**src/design/mme_pkg.sv**
```systemverilog
// Shared types, sizes and helper functions for the matrix multiply engine.
// Used by mme_ctrl, mme_datapath and matrix_multiply_engine_unit.
package mme_pkg;

    // Largest row or column count, and the element width used for storage.
    localparam int MAX_DIM    = 8;
    localparam int ELEM_WIDTH = 32;
    localparam int FRAC_BITS  = 16;

    // Fixed widths of the port fields.
    localparam int VALUE_W   = 32;
    localparam int CMD_W     = 2;
    localparam int POS_W     = 3;
    localparam int REG_W     = 4;
    localparam int CFG_IDX_W = 2;

    // Derived sizes.
    localparam int ELEM_W = (ELEM_WIDTH > VALUE_W) ? VALUE_W : ELEM_WIDTH;
    localparam int IDX_W  = $clog2(MAX_DIM);
    localparam int CNT_W  = $clog2(MAX_DIM + 1);
    localparam int DEPTH  = MAX_DIM * MAX_DIM;
    localparam int ADDR_W = $clog2(DEPTH);
    localparam int PROD_W = 2 * ELEM_W;
    localparam int ACC_W  = PROD_W + $clog2(MAX_DIM) + 1;

    typedef enum logic [CMD_W-1:0] {
        CMD_WRITE_A = 2'd0,
        CMD_WRITE_B = 2'd1,
        CMD_COMPUTE = 2'd2,
        CMD_NONE    = 2'd3
    } t_cmd;

    typedef enum logic [CFG_IDX_W-1:0] {
        CFG_A_ROWS = 2'd0,
        CFG_A_COLS = 2'd1,
        CFG_B_ROWS = 2'd2,
        CFG_B_COLS = 2'd3
    } t_cfg_idx;

    typedef enum logic [2:0] {
        S_IDLE,
        S_CHECK,
        S_ISSUE,
        S_WAIT,
        S_ERROR
    } t_state;

    // Commands from the controller to the datapath.
    typedef struct packed {
        logic             wr_a;
        logic             wr_b;
        logic             rd_en;
        logic             rd_first;
        logic             rd_last;
        logic [IDX_W-1:0] rd_row;
        logic [IDX_W-1:0] rd_col;
        logic [IDX_W-1:0] rd_k;
        logic             emit;
        logic             emit_err;
        logic [IDX_W-1:0] emit_row;
        logic [IDX_W-1:0] emit_col;
        logic             emit_last;
    } t_dp_cmd;

    // Status from the datapath to the controller.
    typedef struct packed {
        logic sum_vld;
        logic out_free;
    } t_dp_stat;

    // A count of zero acts as one, and a count above MAX_DIM acts as MAX_DIM.
    function automatic logic [CNT_W-1:0] eff_count(input logic [REG_W-1:0] v);
        logic [CNT_W-1:0] res;
        if (v == '0) begin
            res = CNT_W'(1);
        end else if (v > REG_W'(MAX_DIM)) begin
            res = CNT_W'(MAX_DIM);
        end else begin
            res = CNT_W'(v);
        end
        return res;
    endfunction

endpackage

```
**src/design/mme_ctrl.sv**
```systemverilog
// Controller of the matrix multiply engine: count registers, command decode
// and the walk over product elements. Depends on mme_pkg.
module mme_ctrl import mme_pkg::*; (
    input  logic                 i_clk,
    input  logic                 i_rst_n,
    input  logic                 i_in_valid,
    output logic                 o_in_ready,
    input  logic [CMD_W-1:0]     i_command,
    input  logic                 i_cfg_valid,
    output logic                 o_cfg_ready,
    input  logic [CFG_IDX_W-1:0] i_cfg_index,
    input  logic [REG_W-1:0]     i_cfg_data,
    input  t_dp_stat             i_stat,
    output t_dp_cmd              o_cmd
);

    t_state           r_state, n_state;
    logic [IDX_W-1:0] r_row, n_row;
    logic [IDX_W-1:0] r_col, n_col;
    logic [IDX_W-1:0] r_k, n_k;
    logic [REG_W-1:0] r_a_rows, r_a_cols, r_b_rows, r_b_cols;

    logic [CNT_W-1:0] ar, ac, br, bc;
    logic             last_k, last_row, last_col;

    assign o_cfg_ready = 1'b1;

    assign ar = eff_count(r_a_rows);
    assign ac = eff_count(r_a_cols);
    assign br = eff_count(r_b_rows);
    assign bc = eff_count(r_b_cols);

    assign last_k   = (CNT_W'(r_k) + CNT_W'(1)) == ac;
    assign last_row = (CNT_W'(r_row) + CNT_W'(1)) == ar;
    assign last_col = (CNT_W'(r_col) + CNT_W'(1)) == bc;

    always_ff @(posedge i_clk) begin
        if (!i_rst_n) begin
            r_a_rows <= REG_W'(1);
            r_a_cols <= REG_W'(1);
            r_b_rows <= REG_W'(1);
            r_b_cols <= REG_W'(1);
        end else if (i_cfg_valid) begin
            case (t_cfg_idx'(i_cfg_index))
                CFG_A_ROWS: r_a_rows <= i_cfg_data;
                CFG_A_COLS: r_a_cols <= i_cfg_data;
                CFG_B_ROWS: r_b_rows <= i_cfg_data;
                CFG_B_COLS: r_b_cols <= i_cfg_data;
                default: ;
            endcase
        end
    end

    always_ff @(posedge i_clk) begin
        if (!i_rst_n) begin
            r_state <= S_IDLE;
            r_row   <= '0;
            r_col   <= '0;
            r_k     <= '0;
        end else begin
            r_state <= n_state;
            r_row   <= n_row;
            r_col   <= n_col;
            r_k     <= n_k;
        end
    end

    always_comb begin
        n_state    = r_state;
        n_row      = r_row;
        n_col      = r_col;
        n_k        = r_k;
        o_in_ready = 1'b0;
        o_cmd      = '0;
        o_cmd.rd_row   = r_row;
        o_cmd.rd_col   = r_col;
        o_cmd.rd_k     = r_k;
        o_cmd.emit_row = r_row;
        o_cmd.emit_col = r_col;

        case (r_state)
            S_IDLE: begin
                o_in_ready = 1'b1;
                if (i_in_valid) begin
                    case (t_cmd'(i_command))
                        CMD_WRITE_A: o_cmd.wr_a = 1'b1;
                        CMD_WRITE_B: o_cmd.wr_b = 1'b1;
                        CMD_COMPUTE: n_state = S_CHECK;
                        default: ;
                    endcase
                end
            end
            S_CHECK: begin
                if (ac != br) begin
                    n_state = S_ERROR;
                end else begin
                    n_row   = '0;
                    n_col   = '0;
                    n_k     = '0;
                    n_state = S_ISSUE;
                end
            end
            S_ISSUE: begin
                o_cmd.rd_en    = 1'b1;
                o_cmd.rd_first = (r_k == '0);
                o_cmd.rd_last  = last_k;
                if (last_k) begin
                    n_state = S_WAIT;
                end else begin
                    n_k = r_k + IDX_W'(1);
                end
            end
            S_WAIT: begin
                // The next element starts only after this sum has left the accumulator.
                if (i_stat.sum_vld && i_stat.out_free) begin
                    o_cmd.emit      = 1'b1;
                    o_cmd.emit_last = last_row && last_col;
                    n_k             = '0;
                    if (last_col) begin
                        n_col = '0;
                        if (last_row) begin
                            n_state = S_IDLE;
                        end else begin
                            n_row   = r_row + IDX_W'(1);
                            n_state = S_ISSUE;
                        end
                    end else begin
                        n_col   = r_col + IDX_W'(1);
                        n_state = S_ISSUE;
                    end
                end
            end
            S_ERROR: begin
                if (i_stat.out_free) begin
                    o_cmd.emit_err = 1'b1;
                    n_state        = S_IDLE;
                end
            end
            default: begin
                n_state = S_IDLE;
            end
        endcase
    end

endmodule

```
**config.mk**
```make
export PLATFORM = sky130hd
export DESIGN_NAME = mme_ctrl
export DESIGN_NICKNAME = d
export VERILOG_FILES = /design/src/design/mme_pkg.sv /design/src/design/mme_ctrl.sv
export SDC_FILE = /design/constraint.sdc
export NUM_CORES = 1
export LEC_CHECK = 0
export ABC_AREA = 1
export BUFFER_PORTS_ARGS = -buffer_cell sky130_fd_sc_hd__buf_2
export CAP_MARGIN = 20
export CELL_PAD_IN_SITES_DETAIL_PLACEMENT = 1
export CELL_PAD_IN_SITES_GLOBAL_PLACEMENT = 1
export CORE_UTILIZATION = 34
export CTS_BUF_LIST = sky130_fd_sc_hd__clkbuf_16
export CTS_CLUSTER_DIAMETER = 60
export DETAILED_ROUTE_END_ITERATION = 10
export PLACE_DENSITY_LB_ADDON = 0.15
export SYNTH_ARGS = -nofsm -noshare
export SYNTH_HDL_FRONTEND = slang
export SYNTH_SLANG_ARGS = --single-unit
```
**constraint.sdc**
```tcl
create_clock -name i_clk -period 1.7 [get_ports i_clk]
set_clock_uncertainty 0.2 [all_clocks]
set_input_delay 0.17 -clock i_clk [delete_from_list [all_inputs] [get_ports i_clk]]
set_output_delay 0.17 -clock i_clk [all_outputs]
set_load 0.03 [all_outputs]
```
==> impl_metrics.tcl <==
set metrics [dict create \
    status "complete, but fails checks" \
    violations "hold timing, setup timing" \
    dp.cells 411 \
    crit_top_cell "nand3b_1" \
    ys_async_sr_fraction 0 \
    fin_crit_sh 1.18 \
    numCtsBuffers 3 \
    whs_path_depth 3 \
    setup_violations 10 \
    arrival_ns 1.64 \
    drive_gt1_frac 0.445 \
    final-max-slew-violation-count 0 \
    overflow 0 \
    path_buf_inv 3 \
    synthCells 286 \
    hold_path_class "primary input to flip-flop" \
    vias_per_cell 4.67 \
    maxCapViolations 0 \
    fin_hold_ws_ns -0.00111 \
    rsz0062_at_grt "true" \
    cts.reportedPaths.clkPinSlew_ns 0.07 \
    htreeDepth 1 \
    initial_core_util 0.355 \
    antenna_found_initial 0 \
    synth_nets 304 \
    wl_per_cell_um 12.8 \
    max-vdd-ir-drop_uv 445 \
    ys.flop_type "dfxtp_1" \
    cts_tree "built" \
    clk_latency_ns 0.27 \
    syn_area_per_cell_um2 6.37 \
    drcViolationCount 0 \
    setup_slack_ns -0.306 \
    fin_util 0.541 \
    synthDistinctLibCells 30 \
    seqCellArea_um2 602 \
    cpMaxStageDelayCell "dfxtp_4" \
    cp.depth 9 \
    cp_cell_sequence "inv_4 > ha_4 > nand3b_1 > nand2_1 > nand3b_1 > nor2_2 > nand2_2 > inv_2 > buf_6" \
    cpPeakStageDelay_ns 0.38 \
    dp_hpwl_um 4000 \
    root_buffer "clkbuf_16" \
    cp-end-kind "primary output" \
    grt_max_degree 17 \
    crit_family "simple AND/OR/NAND/NOR gates" \
    synth-seq-area-share 0.307 \
    dr.pass1.iters 4 \
    ys_seq_elements 28 \
    crit_type "flip-flop to primary output" \
    cts.sinks 28 \
    tns_ns -1.69 \
    cp-start-kind "flip-flop" \
    grt_pass1_wl_um 8830 \
    cp.required_ns 1.33 \
    num-fill-cells 674 \
    wirelength_um 5540 \
    cts_max_path_buffers 2 \
    fp.dieH_um 75.2 \
    grt_pass1_vias 1966 \
    ant_nets 0 \
    crit_fanout 4 \
    place_congestion 0.776 \
    port_buffers 37 \
    ys_warn_count 0 \
    synth_area_um2 1820 \
    finalHoldViolCount 1 \
    placed_area_um2 2330 \
    nets 381 \
    leakagePower_nw 1.33 \
    fmaxAchievable_mhz 498 \
    coreArea_um2 5140 \
    io_pins 39 \
    die_area_um2 5660 \
    placementRows 26 \
    dr_total_vias 2018 \
    drt-initial-drc-count 55 \
    cellPowerDensity_nw_per_um2 828 \
    die_w_um 75.2 \
    postLayoutCellArea_um2 2780 \
    track_usage 0.206 \
    antenna_cells 0 \
    instances_no_fill 432 \
    syn2layout_area_growth_pct 52.4 \
    r2r_cells 13 \
    finalCriticalPeriod_ns 2.01 \
    synth-edff-count 0 \
    multi_input_area_um2 1240 \
]
## sequential cells by signal, summed over array words and instances, names as in the netlist
signal    cells
r_a_cols      4
r_a_rows      4
r_b_cols      4
r_b_rows      4
r_col         3
r_k           3
r_row         3
r_state       3
## final timing paths
| path | slack (ns) | end | from |
|---|---|---|---|
| worst min register to register | 0.27 | r_a_cols[0]$_SDFFE_PN1P_ | r_a_cols[0]$_SDFFE_PN1P_ |
| worst max register to register | -0.19 | r_k[0]$_SDFFE_PN0P_ | r_k[0]$_SDFFE_PN0P_ |
| worst min-delay path | -0.001 | r_a_cols[2]$_SDFFE_PN0P_ | i_cfg_data[2] |
| worst max-delay path | -0.31 | o_cmd[18] | r_k[0]$_SDFFE_PN0P_ |
## cell usage in the layout (no fill, tap or decap), types with 2 or more instances in the layout
cell type      instances
nor2_4                 6
ha_4                   3
dfxtp_1               13
dfxtp_2                6
nor2_2                 5
a21oi_1               16
inv_2                 10
xnor2_1                2
nand3b_1               3
clkbuf_16              3
nand4_1                7
a21oi_2                2
nor3_2                 3
dfxtp_4                9
xor2_1                 2
nand3_2                4
inv_1                 29
nor2_1                27
o21ai_1                3
buf_2                 31
buf_4                 40
dlygate4sd3_1          3
xnor2_2                3
nand2_4                3
o21ai_0               13
nand3_1               15
inv_4                  2
nor3_1                 4
buf_6                  8
nand2_2               16
nand2_1               60
## synth_stat cells (2+ instances only)
master / number / share of area
nand2_2: 4 / 0.014
buf_4: 7 / 0.029
nand3_1: 18 / 0.049
o21ai_0: 15 / 0.041
ha_1: 4 / 0.027
a21oi_1: 18 / 0.049
inv_2: 6 / 0.012
dfxtp_1: 28 / 0.31
o21bai_1: 2 / 0.0082
xnor2_1: 4 / 0.019
nand2_4: 2 / 0.012
xor2_1: 3 / 0.014
inv_1: 35 / 0.072
nor2_2: 2 / 0.0069
nand2_1: 73 / 0.15
nand3b_1: 3 / 0.012
o21ai_1: 2 / 0.0055
clkbuf_1: 2 / 0.0041
nor2_1: 35 / 0.072
nand4_1: 7 / 0.024
nor3_1: 7 / 0.019
## cells by family (layout without fill, tap and decap cells)
family / count (synthesis) / after routing / synth area share
AO/OA/AOI/OAI: 38 / 38 / 0.108
XOR/XNOR: 8 / 8 / 0.0426
adder cells (fa/ha/maj): 4 / 4 / 0.0275
buffers and inverters: 52 / 128 / 0.124
AND/OR/NAND/NOR: 155 / 155 / 0.388
other: 1 / 1 / 0.00206
flip-flops: 28 / 28 / 0.307
## per-stage QoR
step	power, mW	setup WS (ns)
3_5_place_dp	1.44	-0.148
5_1_grt	2.45	-0.431
2_1_floorplan	1.23	-0.0908
6_report	2.30	-0.306
3_3_place_gp	1.42	-0.120
4_1_cts	2.29	-0.331
## layer usage
layer | global-route usage | vias to the layer above | part of all wire
met3 | 0.0241 | 5 | 0.019
met5 | 0 | - | 0
li1 | - | 1054 | -
met4 | 0.0556 | 0 | 0.011
met2 | 0.375 | 30 | 0.50
met1 | 0.255 | 929 | 0.47
## timing repair
| item | CTS | global route |
|---|---|---|
| hold endpoints to repair | 4 | 0 |
| hold buffers | 3 | 0 |
| endpoints found under the setup margin | 15 | 17 |
| buffers inserted | 13 | 3 |
| pin swaps | 17 | 18 |
| resized for setup | 34 | 32 |
## report_power, final
| part | total, mW | leakage, nW | internal, mW | switching, mW |
|---|---|---|---|---|
| logic | 0.811 | 1.04 | 0.350 | 0.461 |
| clock network | 0.722 | 0.0511 | 0.470 | 0.252 |
| registers | 0.769 | 0.238 | 0.705 | 0.0634 |
## worst reg2reg max path, cell delays in order (launching register included)
cell and delay [ns]:
dfxtp_4 0.38, inv_4 0.04, ha_4 0.26, nand3b_1 0.10
nand2_1 0.05, nand3b_1 0.17, nor2_2 0.13, nand2_2 0.07
buf_4 0.14, nand2_4 0.06, nor2_4 0.05, nand2_1 0.07
nand2_1 0.04, nor2_1 0.07
## final cells by class
type,count,share of cell area
Sequential cell,28,0.217
Inverter,42,0.0612
Timing Repair Buffer,82,0.207
Clock inverter,1,0.0108
Clock buffer,3,0.0270
Multi-Input combinational cell,206,0.446
Tap cell,70,0.0315
No activity file was read; power rests on OpenSTA's default activity.
